$ cat config.mk
export PLATFORM = sky130hd
export DESIGN_NAME = circle_clipped_line_raster
export DESIGN_NICKNAME = d
export VERILOG_FILES = /design/src/rtl/core/ccl_pkg.sv /design/src/rtl/core/circle_clipped_line_raster.sv /design/src/rtl/core/ccl_front.sv /design/src/rtl/core/ccl_queue.sv /design/src/rtl/core/ccl_walker.sv
export SDC_FILE = /design/constraint.sdc
export NUM_CORES = 1
export LEC_CHECK = 0
export BUFFER_PORTS_ARGS = -buffer_cell sky130_fd_sc_hd__buf_2
export CAP_MARGIN = 20
export CORE_MARGIN = 4
export CORE_UTILIZATION = 45
export DETAILED_ROUTE_END_ITERATION = 10
export SLEW_MARGIN = 30
export SYNTH_ARGS = -nofsm -noshare
export SYNTH_HDL_FRONTEND = slang
export SYNTH_SLANG_ARGS = --single-unit
$ cat constraint.sdc
create_clock -name clk -period 10.4 [get_ports clk]
set_input_delay 2.08 -clock clk [delete_from_list [all_inputs] [get_ports clk]]
set_output_delay 2.08 -clock clk [all_outputs]
set_load 0.01 [all_outputs]
$ cat src/rtl/core/ccl_pkg.sv
// Shared types and constants of the circle clipped line rasterizer.
// No dependencies; imported by every module of the block.
`default_nettype none

package ccl_pkg;

    localparam int COORD_BITS  = 13;
    localparam int COLOR_BITS  = 24;
    localparam int CFG_BITS    = 12;
    localparam int RADIUS_BITS = 6;
    localparam int DELTA_BITS  = COORD_BITS + 1;
    localparam int ERR_BITS    = COORD_BITS + 2;
    localparam int MAX_PIXELS  = 64;
    localparam int CNT_BITS    = $clog2(MAX_PIXELS);
    // walk offset from the center is bounded by the pixel budget
    localparam int OFS_BITS    = CNT_BITS + 2;
    localparam int MAG_BITS    = CNT_BITS + 1;
    localparam int SQ_BITS     = 2 * MAG_BITS;
    localparam int DIST_BITS   = SQ_BITS + 1;
    localparam int R2_BITS     = 2 * RADIUS_BITS;
    localparam int QUEUE_DEPTH = 2;

    localparam int PAYLOAD_BITS = 2 * COORD_BITS + COLOR_BITS;
    localparam int TDATA_BITS   = ((PAYLOAD_BITS + 7) / 8) * 8;
    localparam int PAD_BITS     = TDATA_BITS - PAYLOAD_BITS;

    localparam int APB_DATA_BITS = 32;
    localparam int APB_ADDR_BITS = 5;
    localparam int REG_IDX_BITS  = 3;

    localparam logic [REG_IDX_BITS-1:0] REG_ORIGIN_X      = 3'd0;
    localparam logic [REG_IDX_BITS-1:0] REG_ORIGIN_Y      = 3'd1;
    localparam logic [REG_IDX_BITS-1:0] REG_CIRCLE_RADIUS = 3'd2;
    localparam logic [REG_IDX_BITS-1:0] REG_SCREEN_WIDTH  = 3'd3;
    localparam logic [REG_IDX_BITS-1:0] REG_SCREEN_HEIGHT = 3'd4;

    localparam logic [CFG_BITS-1:0]    RST_ORIGIN_X      = 12'd0;
    localparam logic [CFG_BITS-1:0]    RST_ORIGIN_Y      = 12'd0;
    localparam logic [RADIUS_BITS-1:0] RST_CIRCLE_RADIUS = 6'd63;
    localparam logic [CFG_BITS-1:0]    RST_SCREEN_WIDTH  = 12'd640;
    localparam logic [CFG_BITS-1:0]    RST_SCREEN_HEIGHT = 12'd480;

    typedef struct packed {
        logic [CFG_BITS-1:0]    origin_x;
        logic [CFG_BITS-1:0]    origin_y;
        logic [RADIUS_BITS-1:0] circle_radius;
        logic [CFG_BITS-1:0]    screen_width;
        logic [CFG_BITS-1:0]    screen_height;
    } cfg_t;

    // one classified line command, as queued between front and walker
    typedef struct packed {
        logic signed [COORD_BITS-1:0] target_x;
        logic signed [COORD_BITS-1:0] target_y;
        logic [DELTA_BITS-1:0]        delta_x;
        logic [DELTA_BITS-1:0]        delta_y;
        logic                         step_x_negative;
        logic                         step_y_negative;
        logic signed [ERR_BITS-1:0]   error_term;
        logic [COLOR_BITS-1:0]        color;
    } line_cmd_t;

endpackage

`default_nettype wire

$ cat src/rtl/core/circle_clipped_line_raster.sv
// Top level of the circle clipped line rasterizer: register file, front
// stage, command queue and walker. Depends on ccl_pkg, ccl_front,
// ccl_queue and ccl_walker.
//
// Usage
//   Slave stream (s_*): one transaction is one line command, the end point
//   and color. The line always starts at the configured center.
//   Master stream (m_*): one transaction per pixel, in walk order. tuser
//   tells whether the pixel lies inside the window; tlast marks the final
//   pixel of the line. Every line yields 1 to 64 pixels: it stops at the end
//   point or before the first pixel outside the clipping circle.
//   APB port: five registers at byte offsets 0x00..0x10 (center x, center y,
//   radius, width, height). Write them only while the block is idle.
// Timing
//   With an idle walker the first pixel reaches m_tvalid through the front
//   register, the queue, the walker load and the output register. The walker
//   loads a new command only once the last line is done, then emits one pixel
//   a cycle while m_tready does not stall it, so throughput is set by the
//   walker's single step unit. The front stage and a two-deep queue accept
//   further commands while the walker is busy.
// Reset and stalls
//   Reset empties the queue, idles the walker and loads register defaults.
//   When m_tready is low the output register holds and the walker pauses;
//   commands back up through the queue until s_tready drops.
`default_nettype none

module circle_clipped_line_raster
(
    input  wire logic                                   clk,
    input  wire logic                                   rst_n,
    // APB configuration port
    input  wire logic                                   psel,
    input  wire logic                                   penable,
    input  wire logic                                   pwrite,
    input  wire logic [ccl_pkg::APB_ADDR_BITS-1:0]      paddr,
    input  wire logic [ccl_pkg::APB_DATA_BITS-1:0]      pwdata,
    output logic [ccl_pkg::APB_DATA_BITS-1:0]           prdata,
    output logic                                        pready,
    // line commands
    input  wire logic                                   s_tvalid,
    output logic                                        s_tready,
    // end_x [12:0], end_y [25:13], line_color [49:26], zero pad [55:50]
    input  wire logic [ccl_pkg::TDATA_BITS-1:0]         s_tdata,
    // pixels
    output logic                                        m_tvalid,
    input  wire logic                                   m_tready,
    // pixel_x [12:0], pixel_y [25:13], pixel_color [49:26], zero pad [55:50]
    output logic [ccl_pkg::TDATA_BITS-1:0]              m_tdata,
    // on_screen [0]
    output logic                                        m_tuser,
    // last_pixel
    output logic                                        m_tlast
);
    import ccl_pkg::*;

    cfg_t                         cfg_reg;
    cfg_t                         cfg_next;
    logic                         cfg_write;
    logic [REG_IDX_BITS-1:0]      reg_idx;

    logic signed [COORD_BITS-1:0] end_x;
    logic signed [COORD_BITS-1:0] end_y;
    logic [COLOR_BITS-1:0]        line_color;

    logic                         front_valid;
    logic                         queue_ready;
    line_cmd_t                    front_cmd;
    logic                         queue_valid;
    logic                         queue_pop;
    line_cmd_t                    queue_cmd;

    logic signed [COORD_BITS-1:0] pixel_x;
    logic signed [COORD_BITS-1:0] pixel_y;
    logic [COLOR_BITS-1:0]        pixel_color;

    // ---------------- register file ----------------
    assign pready    = 1'b1;
    assign reg_idx   = paddr[APB_ADDR_BITS-1:2];
    assign cfg_write = psel && penable && pwrite && pready;

    always_comb
    begin
        cfg_next = cfg_reg;
        if (cfg_write)
        begin
            case (reg_idx)
                REG_ORIGIN_X:      cfg_next.origin_x      = pwdata[CFG_BITS-1:0];
                REG_ORIGIN_Y:      cfg_next.origin_y      = pwdata[CFG_BITS-1:0];
                REG_CIRCLE_RADIUS: cfg_next.circle_radius = pwdata[RADIUS_BITS-1:0];
                REG_SCREEN_WIDTH:  cfg_next.screen_width  = pwdata[CFG_BITS-1:0];
                REG_SCREEN_HEIGHT: cfg_next.screen_height = pwdata[CFG_BITS-1:0];
                default:           cfg_next = cfg_reg;
            endcase
        end
    end

    always_comb
    begin
        case (reg_idx)
            REG_ORIGIN_X:      prdata = APB_DATA_BITS'(cfg_reg.origin_x);
            REG_ORIGIN_Y:      prdata = APB_DATA_BITS'(cfg_reg.origin_y);
            REG_CIRCLE_RADIUS: prdata = APB_DATA_BITS'(cfg_reg.circle_radius);
            REG_SCREEN_WIDTH:  prdata = APB_DATA_BITS'(cfg_reg.screen_width);
            REG_SCREEN_HEIGHT: prdata = APB_DATA_BITS'(cfg_reg.screen_height);
            default:           prdata = '0;
        endcase
    end

    always_ff @(posedge clk or negedge rst_n)
    begin
        if (!rst_n)
        begin
            cfg_reg.origin_x      <= RST_ORIGIN_X;
            cfg_reg.origin_y      <= RST_ORIGIN_Y;
            cfg_reg.circle_radius <= RST_CIRCLE_RADIUS;
            cfg_reg.screen_width  <= RST_SCREEN_WIDTH;
            cfg_reg.screen_height <= RST_SCREEN_HEIGHT;
        end
        else
        begin
            cfg_reg <= cfg_next;
        end
    end

    // ---------------- input unpack ----------------
    assign end_x      = s_tdata[COORD_BITS-1:0];
    assign end_y      = s_tdata[2*COORD_BITS-1:COORD_BITS];
    assign line_color = s_tdata[PAYLOAD_BITS-1:2*COORD_BITS];

    // ---------------- front: classify the command ----------------
    ccl_front u_front
    (
        .clk        (clk),
        .rst_n      (rst_n),
        .cfg        (cfg_reg),
        .in_valid   (s_tvalid),
        .in_ready   (s_tready),
        .end_x      (end_x),
        .end_y      (end_y),
        .line_color (line_color),
        .cmd_valid  (front_valid),
        .cmd_ready  (queue_ready),
        .cmd        (front_cmd)
    );

    // ---------------- queue between front and walker ----------------
    ccl_queue u_queue
    (
        .clk        (clk),
        .rst_n      (rst_n),
        .push_valid (front_valid),
        .push_ready (queue_ready),
        .push_cmd   (front_cmd),
        .pop_valid  (queue_valid),
        .pop        (queue_pop),
        .pop_cmd    (queue_cmd)
    );

    // ---------------- back: walk, clip, emit ----------------
    ccl_walker u_walker
    (
        .clk         (clk),
        .rst_n       (rst_n),
        .cfg         (cfg_reg),
        .cmd_valid   (queue_valid),
        .cmd_pop     (queue_pop),
        .cmd         (queue_cmd),
        .out_valid   (m_tvalid),
        .out_ready   (m_tready),
        .pixel_x     (pixel_x),
        .pixel_y     (pixel_y),
        .pixel_color (pixel_color),
        .on_screen   (m_tuser),
        .last_pixel  (m_tlast)
    );

    assign m_tdata = {{PAD_BITS{1'b0}}, pixel_color, pixel_y, pixel_x};

endmodule

`default_nettype wire

$ cat src/rtl/core/ccl_front.sv
// Front stage: accepts a line command and works out deltas, step signs and
// the initial error term. Depends on ccl_pkg.
`default_nettype none

module ccl_front
(
    input  wire logic                                 clk,
    input  wire logic                                 rst_n,
    input  wire ccl_pkg::cfg_t                        cfg,
    input  wire logic                                 in_valid,
    output logic                                      in_ready,
    input  wire logic signed [ccl_pkg::COORD_BITS-1:0] end_x,
    input  wire logic signed [ccl_pkg::COORD_BITS-1:0] end_y,
    input  wire logic [ccl_pkg::COLOR_BITS-1:0]       line_color,
    output logic                                      cmd_valid,
    input  wire logic                                 cmd_ready,
    output ccl_pkg::line_cmd_t                        cmd
);
    import ccl_pkg::*;

    logic                         valid_reg;
    logic                         valid_next;
    line_cmd_t                    cmd_reg;
    line_cmd_t                    cmd_next;
    logic signed [DELTA_BITS-1:0] diff_x;
    logic signed [DELTA_BITS-1:0] diff_y;
    logic signed [ERR_BITS-1:0]   err_init;
    logic                         take;

    assign in_ready  = !valid_reg || cmd_ready;
    assign take      = in_valid && in_ready;
    assign cmd_valid = valid_reg;
    assign cmd       = cmd_reg;

    always_comb
    begin
        diff_x = DELTA_BITS'(end_x) - $signed({2'b00, cfg.origin_x});
        diff_y = DELTA_BITS'(end_y) - $signed({2'b00, cfg.origin_y});

        cmd_next                 = cmd_reg;
        cmd_next.target_x        = end_x;
        cmd_next.target_y        = end_y;
        cmd_next.delta_x         = diff_x[DELTA_BITS-1] ? DELTA_BITS'(-diff_x)
                                                        : DELTA_BITS'(diff_x);
        cmd_next.delta_y         = diff_y[DELTA_BITS-1] ? DELTA_BITS'(-diff_y)
                                                        : DELTA_BITS'(diff_y);
        // step is negative unless the target lies strictly ahead
        cmd_next.step_x_negative = !(diff_x > 0);
        cmd_next.step_y_negative = !(diff_y > 0);
        err_init = $signed({1'b0, cmd_next.delta_x}) - $signed({1'b0, cmd_next.delta_y});
        cmd_next.error_term      = err_init;
        cmd_next.color           = line_color;

        valid_next = take ? 1'b1 : (cmd_ready ? 1'b0 : valid_reg);
    end

    always_ff @(posedge clk or negedge rst_n)
    begin
        if (!rst_n)
        begin
            valid_reg <= 1'b0;
        end
        else
        begin
            valid_reg <= valid_next;
        end
    end

    always_ff @(posedge clk)
    begin
        if (take)
        begin
            cmd_reg <= cmd_next;
        end
    end

endmodule

`default_nettype wire

$ cat src/rtl/core/ccl_queue.sv
// Short command queue that decouples the front stage from the walker.
// Depends on ccl_pkg.
`default_nettype none

module ccl_queue
(
    input  wire logic               clk,
    input  wire logic               rst_n,
    input  wire logic               push_valid,
    output logic                    push_ready,
    input  wire ccl_pkg::line_cmd_t push_cmd,
    output logic                    pop_valid,
    input  wire logic               pop,
    output ccl_pkg::line_cmd_t      pop_cmd
);
    import ccl_pkg::*;

    localparam int PTR_BITS = $clog2(QUEUE_DEPTH);
    localparam int CNT_W    = $clog2(QUEUE_DEPTH + 1);

    line_cmd_t           slots_reg [QUEUE_DEPTH];
    logic [PTR_BITS-1:0] wr_ptr_reg;
    logic [PTR_BITS-1:0] wr_ptr_next;
    logic [PTR_BITS-1:0] rd_ptr_reg;
    logic [PTR_BITS-1:0] rd_ptr_next;
    logic [CNT_W-1:0]    count_reg;
    logic [CNT_W-1:0]    count_next;
    logic                do_push;
    logic                do_pop;

    assign push_ready = (count_reg != CNT_W'(QUEUE_DEPTH));
    assign pop_valid  = (count_reg != '0);
    assign pop_cmd    = slots_reg[rd_ptr_reg];
    assign do_push    = push_valid && push_ready;
    assign do_pop     = pop && pop_valid;

    always_comb
    begin
        wr_ptr_next = wr_ptr_reg;
        rd_ptr_next = rd_ptr_reg;
        count_next  = count_reg;
        if (do_push)
        begin
            wr_ptr_next = (wr_ptr_reg == PTR_BITS'(QUEUE_DEPTH - 1)) ? '0
                                                                     : wr_ptr_reg + 1'b1;
        end
        if (do_pop)
        begin
            rd_ptr_next = (rd_ptr_reg == PTR_BITS'(QUEUE_DEPTH - 1)) ? '0
                                                                     : rd_ptr_reg + 1'b1;
        end
        if (do_push && !do_pop)
        begin
            count_next = count_reg + 1'b1;
        end
        else if (do_pop && !do_push)
        begin
            count_next = count_reg - 1'b1;
        end
    end

    always_ff @(posedge clk or negedge rst_n)
    begin
        if (!rst_n)
        begin
            wr_ptr_reg <= '0;
            rd_ptr_reg <= '0;
            count_reg  <= '0;
        end
        else
        begin
            wr_ptr_reg <= wr_ptr_next;
            rd_ptr_reg <= rd_ptr_next;
            count_reg  <= count_next;
        end
    end

    always_ff @(posedge clk)
    begin
        if (do_push)
        begin
            slots_reg[wr_ptr_reg] <= push_cmd;
        end
    end

    a_count_bound: assert property (@(posedge clk) disable iff (!rst_n)
        count_reg <= CNT_W'(QUEUE_DEPTH))
        else $error("queue count beyond depth");

    a_ptr_track: assert property (@(posedge clk) disable iff (!rst_n)
        (count_reg == '0) |-> (wr_ptr_reg == rd_ptr_reg))
        else $error("empty queue with unequal pointers");

endmodule

`default_nettype wire

$ cat src/rtl/core/ccl_walker.sv
// Back stage: walks the Bresenham line one pixel a cycle while the output
// is not stalled, clips it to the circle and drives the output register. Depends on ccl_pkg.
`default_nettype none

module ccl_walker
(
    input  wire logic                                 clk,
    input  wire logic                                 rst_n,
    input  wire ccl_pkg::cfg_t                        cfg,
    input  wire logic                                 cmd_valid,
    output logic                                      cmd_pop,
    input  wire ccl_pkg::line_cmd_t                   cmd,
    output logic                                      out_valid,
    input  wire logic                                 out_ready,
    output logic signed [ccl_pkg::COORD_BITS-1:0]     pixel_x,
    output logic signed [ccl_pkg::COORD_BITS-1:0]     pixel_y,
    output logic [ccl_pkg::COLOR_BITS-1:0]            pixel_color,
    output logic                                      on_screen,
    output logic                                      last_pixel
);
    import ccl_pkg::*;

    typedef enum logic {ST_IDLE, ST_WALK} state_t;

    state_t                       state_reg;
    state_t                       state_next;
    logic signed [COORD_BITS-1:0] walk_x_reg, walk_x_next;
    logic signed [COORD_BITS-1:0] walk_y_reg, walk_y_next;
    logic signed [ERR_BITS-1:0]   err_reg, err_next;
    logic signed [OFS_BITS-1:0]   ofs_x_reg, ofs_x_next;
    logic signed [OFS_BITS-1:0]   ofs_y_reg, ofs_y_next;
    logic [CNT_BITS-1:0]          cnt_reg, cnt_next;
    logic [R2_BITS-1:0]           r2_reg, r2_next;
    line_cmd_t                    line_reg, line_next;
    logic                         out_valid_reg, out_valid_next;
    logic signed [COORD_BITS-1:0] px_reg, px_next;
    logic signed [COORD_BITS-1:0] py_reg, py_next;
    logic [COLOR_BITS-1:0]        pc_reg, pc_next;
    logic                         vis_reg, vis_next;
    logic                         last_reg, last_next;

    logic                         emit;
    logic signed [ERR_BITS:0]     e2;
    logic signed [ERR_BITS:0]     dx_s;
    logic signed [ERR_BITS:0]     dy_s;
    logic                         step_x;
    logic                         step_y;
    logic signed [ERR_BITS:0]     err_wide;
    logic signed [OFS_BITS-1:0]   nox;
    logic signed [OFS_BITS-1:0]   noy;
    logic [MAG_BITS-1:0]          mag_x;
    logic [MAG_BITS-1:0]          mag_y;
    logic [SQ_BITS-1:0]           sq_x;
    logic [SQ_BITS-1:0]           sq_y;
    logic [DIST_BITS-1:0]         rad_sq;
    logic                         outside;
    logic                         at_target;
    logic                         budget_done;
    logic                         vis;
    logic                         last;

    assign emit        = (state_reg == ST_WALK) && (!out_valid_reg || out_ready);
    assign cmd_pop     = (state_reg == ST_IDLE) && cmd_valid;
    assign out_valid   = out_valid_reg;
    assign pixel_x     = px_reg;
    assign pixel_y     = py_reg;
    assign pixel_color = pc_reg;
    assign on_screen   = vis_reg;
    assign last_pixel  = last_reg;

    // next pixel of the walk and its squared distance from the center
    always_comb
    begin
        e2     = {err_reg, 1'b0};
        dx_s   = $signed({2'b00, line_reg.delta_x});
        dy_s   = $signed({2'b00, line_reg.delta_y});
        step_x = (e2 > -dy_s);
        step_y = (e2 < dx_s);

        err_wide = (ERR_BITS + 1)'(err_reg);
        if (step_x)
        begin
            err_wide = err_wide - dy_s;
        end
        if (step_y)
        begin
            err_wide = err_wide + dx_s;
        end

        nox = ofs_x_reg;
        noy = ofs_y_reg;
        if (step_x)
        begin
            nox = line_reg.step_x_negative ? ofs_x_reg - 1'b1 : ofs_x_reg + 1'b1;
        end
        if (step_y)
        begin
            noy = line_reg.step_y_negative ? ofs_y_reg - 1'b1 : ofs_y_reg + 1'b1;
        end

        mag_x   = nox[OFS_BITS-1] ? MAG_BITS'(-nox) : MAG_BITS'(nox);
        mag_y   = noy[OFS_BITS-1] ? MAG_BITS'(-noy) : MAG_BITS'(noy);
        sq_x    = mag_x * mag_x;
        sq_y    = mag_y * mag_y;
        rad_sq  = {1'b0, sq_x} + {1'b0, sq_y};
        outside = (rad_sq > DIST_BITS'(r2_reg));

        at_target   = (walk_x_reg == line_reg.target_x) && (walk_y_reg == line_reg.target_y);
        budget_done = (cnt_reg == CNT_BITS'(MAX_PIXELS - 1));
        last        = at_target || budget_done || outside;

        vis = !walk_x_reg[COORD_BITS-1] && !walk_y_reg[COORD_BITS-1]
           && (CFG_BITS'(walk_x_reg) < cfg.screen_width)
           && (CFG_BITS'(walk_y_reg) < cfg.screen_height)
           && (walk_x_reg[COORD_BITS-2:0] >> CFG_BITS) == '0
           && (walk_y_reg[COORD_BITS-2:0] >> CFG_BITS) == '0;
    end

    always_comb
    begin
        state_next     = state_reg;
        walk_x_next    = walk_x_reg;
        walk_y_next    = walk_y_reg;
        err_next       = err_reg;
        ofs_x_next     = ofs_x_reg;
        ofs_y_next     = ofs_y_reg;
        cnt_next       = cnt_reg;
        r2_next        = r2_reg;
        line_next      = line_reg;
        px_next        = px_reg;
        py_next        = py_reg;
        pc_next        = pc_reg;
        vis_next       = vis_reg;
        last_next      = last_reg;
        out_valid_next = out_ready ? 1'b0 : out_valid_reg;

        case (state_reg)
            ST_IDLE:
            begin
                if (cmd_valid)
                begin
                    line_next   = cmd;
                    walk_x_next = $signed({1'b0, cfg.origin_x});
                    walk_y_next = $signed({1'b0, cfg.origin_y});
                    err_next    = cmd.error_term;
                    ofs_x_next  = '0;
                    ofs_y_next  = '0;
                    cnt_next    = '0;
                    r2_next     = cfg.circle_radius * cfg.circle_radius;
                    state_next  = ST_WALK;
                end
            end
            ST_WALK:
            begin
                if (emit)
                begin
                    out_valid_next = 1'b1;
                    px_next        = walk_x_reg;
                    py_next        = walk_y_reg;
                    pc_next        = line_reg.color;
                    vis_next       = vis;
                    last_next      = last;
                    cnt_next       = cnt_reg + 1'b1;
                    err_next       = ERR_BITS'(err_wide);
                    ofs_x_next     = nox;
                    ofs_y_next     = noy;
                    if (step_x)
                    begin
                        walk_x_next = line_reg.step_x_negative ? walk_x_reg - 1'b1
                                                               : walk_x_reg + 1'b1;
                    end
                    if (step_y)
                    begin
                        walk_y_next = line_reg.step_y_negative ? walk_y_reg - 1'b1
                                                               : walk_y_reg + 1'b1;
                    end
                    if (last)
                    begin
                        state_next = ST_IDLE;
                    end
                end
            end
            default:
            begin
                state_next = ST_IDLE;
            end
        endcase
    end

    always_ff @(posedge clk or negedge rst_n)
    begin
        if (!rst_n)
        begin
            state_reg     <= ST_IDLE;
            out_valid_reg <= 1'b0;
            cnt_reg       <= '0;
            walk_x_reg    <= '0;
            walk_y_reg    <= '0;
            err_reg       <= '0;
            ofs_x_reg     <= '0;
            ofs_y_reg     <= '0;
            r2_reg        <= '0;
            line_reg      <= '0;
            px_reg        <= '0;
            py_reg        <= '0;
            pc_reg        <= '0;
            vis_reg       <= 1'b0;
            last_reg      <= 1'b0;
        end
        else
        begin
            state_reg     <= state_next;
            out_valid_reg <= out_valid_next;
            cnt_reg       <= cnt_next;
            walk_x_reg    <= walk_x_next;
            walk_y_reg    <= walk_y_next;
            err_reg       <= err_next;
            ofs_x_reg     <= ofs_x_next;
            ofs_y_reg     <= ofs_y_next;
            r2_reg        <= r2_next;
            line_reg      <= line_next;
            px_reg        <= px_next;
            py_reg        <= py_next;
            pc_reg        <= pc_next;
            vis_reg       <= vis_next;
            last_reg      <= last_next;
        end
    end

    a_budget_last: assert property (@(posedge clk) disable iff (!rst_n)
        (emit && budget_done) |=> (last_reg && state_reg == ST_IDLE))
        else $error("pixel budget reached without closing the line");

    a_last_ends_walk: assert property (@(posedge clk) disable iff (!rst_n)
        (emit && last) |=> (state_reg == ST_IDLE))
        else $error("walk continued past the last pixel");

    a_ofs_bound: assert property (@(posedge clk) disable iff (!rst_n)
        (state_reg == ST_WALK) |->
            (ofs_x_reg < OFS_BITS'(MAX_PIXELS) && ofs_x_reg > -OFS_BITS'(MAX_PIXELS)))
        else $error("walk offset beyond the pixel budget");

    a_pop_idle: assert property (@(posedge clk) disable iff (!rst_n)
        cmd_pop |=> (state_reg == ST_WALK))
        else $error("command popped without starting a walk");

endmodule

`default_nettype wire

==> impl_metrics.tcl, run 1 <==
set metrics [dict create \
    cts_tree "built" \
    drc 0 \
    grtUsageTotal_pct 21.3 \
    antenna_found_initial 2 \
    numCtsBuffers 60 \
    clkSlewWorstSetupHoldPaths_ns 0.06 \
    startpoint_type "flip-flop" \
    synth_compound_area_share_pct 10.7 \
    synth_simple_gate_area_share_pct 12.1 \
    setup_violations 0 \
    dr.pass1.iters 5 \
    skew_ns 0.0404 \
    fin_crit_ns 9.99 \
    gp_congestion 0.923 \
    insertion_delay_ns 0.64 \
    synth_cell_type_count 80 \
    critPathMaxFanout 5 \
    grt_pass1_vias 22700 \
    synth-xor-area-share_pct 5.57 \
    syn-cell-area_sq_mm 0.0316 \
    diodes 0 \
    synth_cells 2970 \
    hold_viol_final 0 \
    avgSynthCellArea_sq_um 10.6 \
    vias_per_cell 5.38 \
    root_buffer "clkbuf_16" \
    avgRoutedWirePerCell_microns 19.3 \
    required_ns 10.91 \
    synth_seq_cells 552 \
    hold_class "reg2reg" \
    synth_edf_count 285 \
    first_iter_violations 1207 \
    outcome "complete, no violations" \
    cts-hold-fix-buffers 0 \
    finalNonFillerCells 4130 \
    clk_path_buf_depth 3 \
    finalCritPeriodShare_pct 96.0 \
    ys_seq_area_share_pct 48.3 \
    htree_levels 2 \
    cts_sinks 552 \
    netlist.area_leader.share_pct 27.1 \
    antenna_left 0 \
    io_buffers 137 \
    yosysTopAreaCell "edfxtp_1" \
    nets 3543 \
    dp_hpwl_mm 58.5 \
    synth.most_common_cell "nand2_1" \
    grt_max_degree 78 \
    yosys_warnings 0 \
    dp_cells 4011 \
    die_w_microns 273 \
    initial_core_util_pct 45.7 \
    fill_cells 6121 \
    wirelength_mm 79.5 \
    endpoint_kind "flip-flop" \
    worstPathArrival_ns 10.50 \
    crit_path_frequent_cell "fa_1" \
    utilization_pct 51.8 \
    yosys.area_share.adder_pct 13.4 \
    slew_viol_final 0 \
    cp_slowest_cell "fa_1" \
    syn_to_final_growth_pct 13.3 \
    r2r.worst_path.cells 42 \
    min_path_cells 0 \
    coreArea_sq_mm 0.0691 \
    max_freq_mhz 100 \
    core.rowCount 96 \
    design.die.area_sq_mm 0.0744 \
    path_class "reg2reg" \
    synthMuxAreaShare_pct 5.48 \
    synthArstFlopShare_pct 48.4 \
    synth_flop_cell "edfxtp_1" \
    grt_pass1_wl_mm 125 \
    io_pins 193 \
    num_vias 22200 \
    synth_top_family_by_area "adder cells" \
    largest_reg_flops 190 \
    drive_gt1_share_pct 12.8 \
    relSlewSlack_pct 37.5 \
    cp_slowest_stage_delay_ns 0.52 \
    grt_overflow 0 \
    setup_tns_ns 0 \
    synthTopCellsByArea "edfxtp_1 27%, dfrtp_1 20%, ha_1 9.0%" \
    drv_cap 0 \
    tightest_slew_ns 0.938 \
    synthTopCellsByCount "418 x nand2_1, 285 x edfxtp_1, 255 x dfrtp_1" \
    die_h_microns 273 \
]
==> cells in the final DEF, fill, tap and decap left out, types with 13 or more instances in the layout <==
| cell type | count |
|---|---|
| buf_4 | 70 |
| and2_1 | 19 |
| nor2b_1 | 37 |
| clkbuf_16 | 61 |
| a21o_1 | 32 |
| ha_1 | 227 |
| nand2b_1 | 21 |
| o21ai_0 | 249 |
| o21bai_1 | 13 |
| a21oi_1 | 107 |
| xnor2_1 | 129 |
| nand2_1 | 416 |
| conb_1 | 27 |
| xor2_1 | 68 |
| nor3_1 | 54 |
| nor2_1 | 169 |
| mux2_2 | 34 |
| o21a_1 | 15 |
| dfrtp_1 | 253 |
| buf_2 | 136 |
| a211oi_1 | 16 |
| inv_1 | 215 |
| a31oi_1 | 14 |
| mux2i_1 | 130 |
| fa_1 | 69 |
| nand3_1 | 46 |
| edfxtp_1 | 285 |
| clkinv_2 | 13 |
==> cell families (layout without fill, tap and decap cells) <==
logic type / after synthesis / after routing
mux: 167 / 167
other cells: 2 / 27
flops: 552 / 552
xor+xnor: 199 / 199
simple gates: 858 / 858
fa+ha+maj: 296 / 296
buf+inv: 340 / 544
compound gates: 556 / 556
==> area by class of cell <==
class                      count  area (sq um)  area share (%)
timing repair buffer         213          1300            3.63
clock buffer                  77          1660            4.63
tap                          931          1160            3.26
clock inverter                37           457            1.28
multi-input combinational   2103         15100            42.3
sequential                   552         15300            42.7
inverter                     217           817            2.28
==> critical path: cells and delay by family, from the launching register on <==
family / cells / cell delay (ns)
buffers and inverters: 6 / 0.60
multiplexers: 1 / 0.28
AO/OA/AOI/OAI: 11 / 2.15
adder cells (fa/ha/maj): 10 / 4.03
AND/OR/NAND/NOR: 12 / 2.13
flip-flops: 1 / 0.43
XOR/XNOR: 2 / 0.29
==> routing by layer <==
metal,vias up,global-route usage [%],part of all wire (%)
li1,10700,-,-
met1,11000,28.9,45
met2,461,36.2,48
met3,136,2.90,4.2
met4,4,5.85,2.7
met5,-,0,0.026
==> timing repair <==
item / CTS / global route
pin swaps: 0 / 6
setup buffers: 0 / 5
gates resized for setup: 1 / 14
endpoints found under the setup margin: 1 / 2
hold endpoints to repair: 0 / 0
==> through the flow <==
stage               worst slack [ns]  hold slack [ns]  instance area, sq um
floorplan                      0.814            0.421                 31700
global placement               0.125            0.422                 33500
detailed placement           -0.0240            0.429                 33500
CTS                           0.0875            0.409                 35600
global route                 -0.0675            0.432                 35800
finish                         0.413            0.422                 35800
==> final timing paths <==
path | startpoint | to | slack (ns)
min reg2reg | u_front.cmd[28] | u_queue.slots_reg[0][28] | 0.42
min in group asynchronous | rst_n | u_walker.pixel_x[4] | 1.38
min | u_front.cmd[28] | u_queue.slots_reg[0][28] | 0.42
max | u_walker.dy_s[1] | u_walker.last_pixel | 0.41
max in group asynchronous | rst_n | u_queue.rd_ptr_reg | 7.83
max reg2reg | u_walker.dy_s[1] | u_walker.last_pixel | 0.41
Power of run 1 is left out: the tool's default activity adds up to more than one toggle a clock period on the data nets, which glitch-free logic cannot reach.
==> run 2: changes to the inputs <==
Settings changed: BUFFER_PORTS_ARGS -buffer_cell sky130_fd_sc_hd__buf_2 to -buffer_cell sky130_fd_sc_hd__clkbuf_2, REMOVE_ABC_BUFFERS set to 1, SYNTH_HIERARCHICAL set to 1.
==> impl_metrics.tcl, run 2 <==
set metrics [dict create \
    vias_per_cell 5.36 \
    drv_cap 0 \
    crit_path_frequent_cell "fa_1" \
    max_freq_mhz 101 \
    finalCritPeriodShare_pct 95.6 \
    synthArstFlopShare_pct 48.4 \
    synth_edf_count 285 \
    first_iter_violations 1416 \
    dp_hpwl_mm 57.3 \
    clk_path_buf_depth 3 \
    yosysTopAreaCell "edfxtp_1" \
    finalWorstSetupSlack_ns 0.458 \
    initial_core_util_pct 45.4 \
    antenna_left 0 \
    die_w_microns 276 \
    tightest_slew_ns 0.897 \
    io_buffers 137 \
    final_common_cell "nand2_1" \
    worst_hold_startpoint "u_front/cmd[15]" \
    pre_cts_ws_ns 0.173 \
    r2r-start "u_walker/dy_s[5]" \
    nets 3530 \
    drc 0 \
    synth.most_common_cell "nand2_1" \
    slew_viol_final 0 \
    relSlewSlack_pct 40.2 \
    endpoint_kind "flip-flop" \
    fill_cells 6387 \
    drive_gt1_share_pct 16.7 \
    grtUsageTotal_pct 20.2 \
    critPathMaxFanout 6 \
    required_ns 10.90 \
    largest_reg_flops 190 \
    multi_input_area_sq_mm 0.0158 \
    yosys_warnings 6 \
    design.die.area_sq_mm 0.0763 \
    final_cell_mix "467 x nand2_1, 285 x edfxtp_1, 254 x dfrtp_1, 231 x inv_1, 224 x ha_1" \
    htree_levels 2 \
    regArea_sq_mm 0.0153 \
    r2r.worst_path.cells 40 \
    numCtsBuffers 57 \
    core.rowCount 98 \
    syn-cell-area_sq_mm 0.0324 \
    syn_to_final_growth_pct 12.2 \
    path_class "reg2reg" \
    setup_tns_ns 0 \
    r2r_end "u_walker/last_pixel" \
    avgRoutedWirePerCell_microns 19.0 \
    dr.pass1.iters 8 \
    grt_overflow 0 \
    antenna_found_initial 2 \
    worstHoldEndpoint "u_queue/slots_reg[1][15]" \
    cts_sinks 552 \
    gp_congestion 0.899 \
    insertion_delay_ns 0.62 \
    die_h_microns 276 \
    synth_flop_cell "edfxtp_1" \
    skew_ns 0.0203 \
    cp_slowest_stage_delay_ns 0.53 \
    hold_class "reg2reg" \
    cts-hold-fix-buffers 0 \
    setup_violations 0 \
    ys_seq_area_share_pct 47.1 \
    cp_slowest_cell "fa_1" \
    startpoint_type "flip-flop" \
    io_pins 193 \
    r2r_slack_ns 0.46 \
    grt_pass1_wl_mm 125 \
    netlist.area_leader.share_pct 26.4 \
    grt_max_degree 163 \
    clkSlewWorstSetupHoldPaths_ns 0.07 \
    synth_cell_type_count 107 \
    outcome "complete, no violations" \
    worstPathArrival_ns 10.44 \
    min_path_cells 0 \
    synth_cells 2979 \
    synthTopCellsByArea "edfxtp_1 26%, dfrtp_1 20%, ha_1 8.7%" \
    synth_seq_cells 552 \
    hold_viol_final 0 \
    cts_tree "built" \
    synthTopCellsByCount "470 x nand2_1, 285 x edfxtp_1, 255 x dfrtp_1" \
    fin_crit_ns 9.94 \
    grt_pass1_vias 22700 \
    root_buffer "clkbuf_16" \
    coreArea_sq_mm 0.0714 \
    wirelength_mm 78.5 \
    avgSynthCellArea_sq_um 10.9 \
    num_vias 22200 \
]
## run 2: cell count changes in the layout (fill, tap and decap cells not counted), moves of 14 or more
cell,before,now
buf_4,70,44
clkbuf_2,0,136
nor3_1,54,40
a21oi_1,107,122
nor2_1,169,136
o21ai_0,249,153
mux2_4,0,41
a22oi_1,0,15
nand2_1,416,467
mux2_2,34,119
inv_1,215,231
mux2i_1,130,36
buf_2,136,0
## run 2: layout make-up
cell class                      instances  area share, %
Multi-Input combinational cell       2104           43.4
Tap cell                              950           3.27
Inverter                              234           2.43
Clock inverter                         35           1.41
Timing Repair Buffer                  187           3.17
Sequential cell                       552           42.0
Antenna cell                            2         0.0138
Clock buffer                           73           4.32
## run 2: how the worst max path moves through the flow
stage | depth (start not counted) | from | slack, ns | to
5_1_grt | 40 | u_walker/dy_s[5] | -0.01 | u_walker/state_reg
6_report | 40 | u_walker/dy_s[5] | 0.46 | u_walker/last_pixel
4_1_cts | 41 | u_walker/dy_s[3] | 0.09 | u_walker/last_pixel
3_5_place_dp | 41 | u_walker/dy_s[3] | 0.17 | u_walker/last_pixel
3_3_place_gp | 41 | u_walker/dy_s[3] | 0.23 | u_walker/last_pixel
2_1_floorplan | 38 | u_walker/dy_s[3] | -0.18 | u_walker/state_reg
## run 2: worst max-delay path, delay by kind of cell (launching register included)
family / cells / cell delay, ns
AO/OA/AOI/OAI: 12 / 2.30
XOR/XNOR: 3 / 0.37
adder cells (fa/ha/maj): 9 / 3.84
buffers and inverters: 4 / 0.32
flip-flops: 1 / 0.42
multiplexers: 1 / 0.33
AND/OR/NAND/NOR: 11 / 2.21
## run 2: repair_timing
action | in CTS | in global routing
gates resized for setup | 0 | 13
endpoints found under the setup margin | 0 | 2
buffers inserted | 0 | 1
## run 2: kinds of logic (layout without fill, tap and decap cells)
kind of cell	Yosys count	after routing	synth area share, %
XOR/XNOR	187	187	5.20
other	2	29	0.0232
multiplexers	199	199	7.25
adder cells (fa/ha/maj)	296	296	13.0
AO/OA/AOI/OAI	494	494	9.74
flip-flops	552	552	47.1
buffers and inverters	348	529	4.87
AND/OR/NAND/NOR	901	901	12.8
## run 2: metal layers
metal | share of wire [%] | GRT usage (%)
met5 | 0 | 0
met4 | 2.9 | 6.37
met3 | 4.1 | 2.64
met2 | 48 | 33.8
met1 | 45 | 27.5
## run 2: stage by stage
step | area (sq um) | instances | util (%) | hold slack [ns]
finish | 36300 | 4137 | 50.9 | 0.435
global route | 36300 | 4136 | 50.9 | 0.450
CTS | 36200 | 4131 | 50.7 | 0.437
detailed placement | 34100 | 4023 | 47.8 | 0.429
global placement | 34100 | 4023 | 47.8 | 0.423
floorplan | 31800 | 2890 | - | 0.421
Power of run 2 is left out for the same reason.
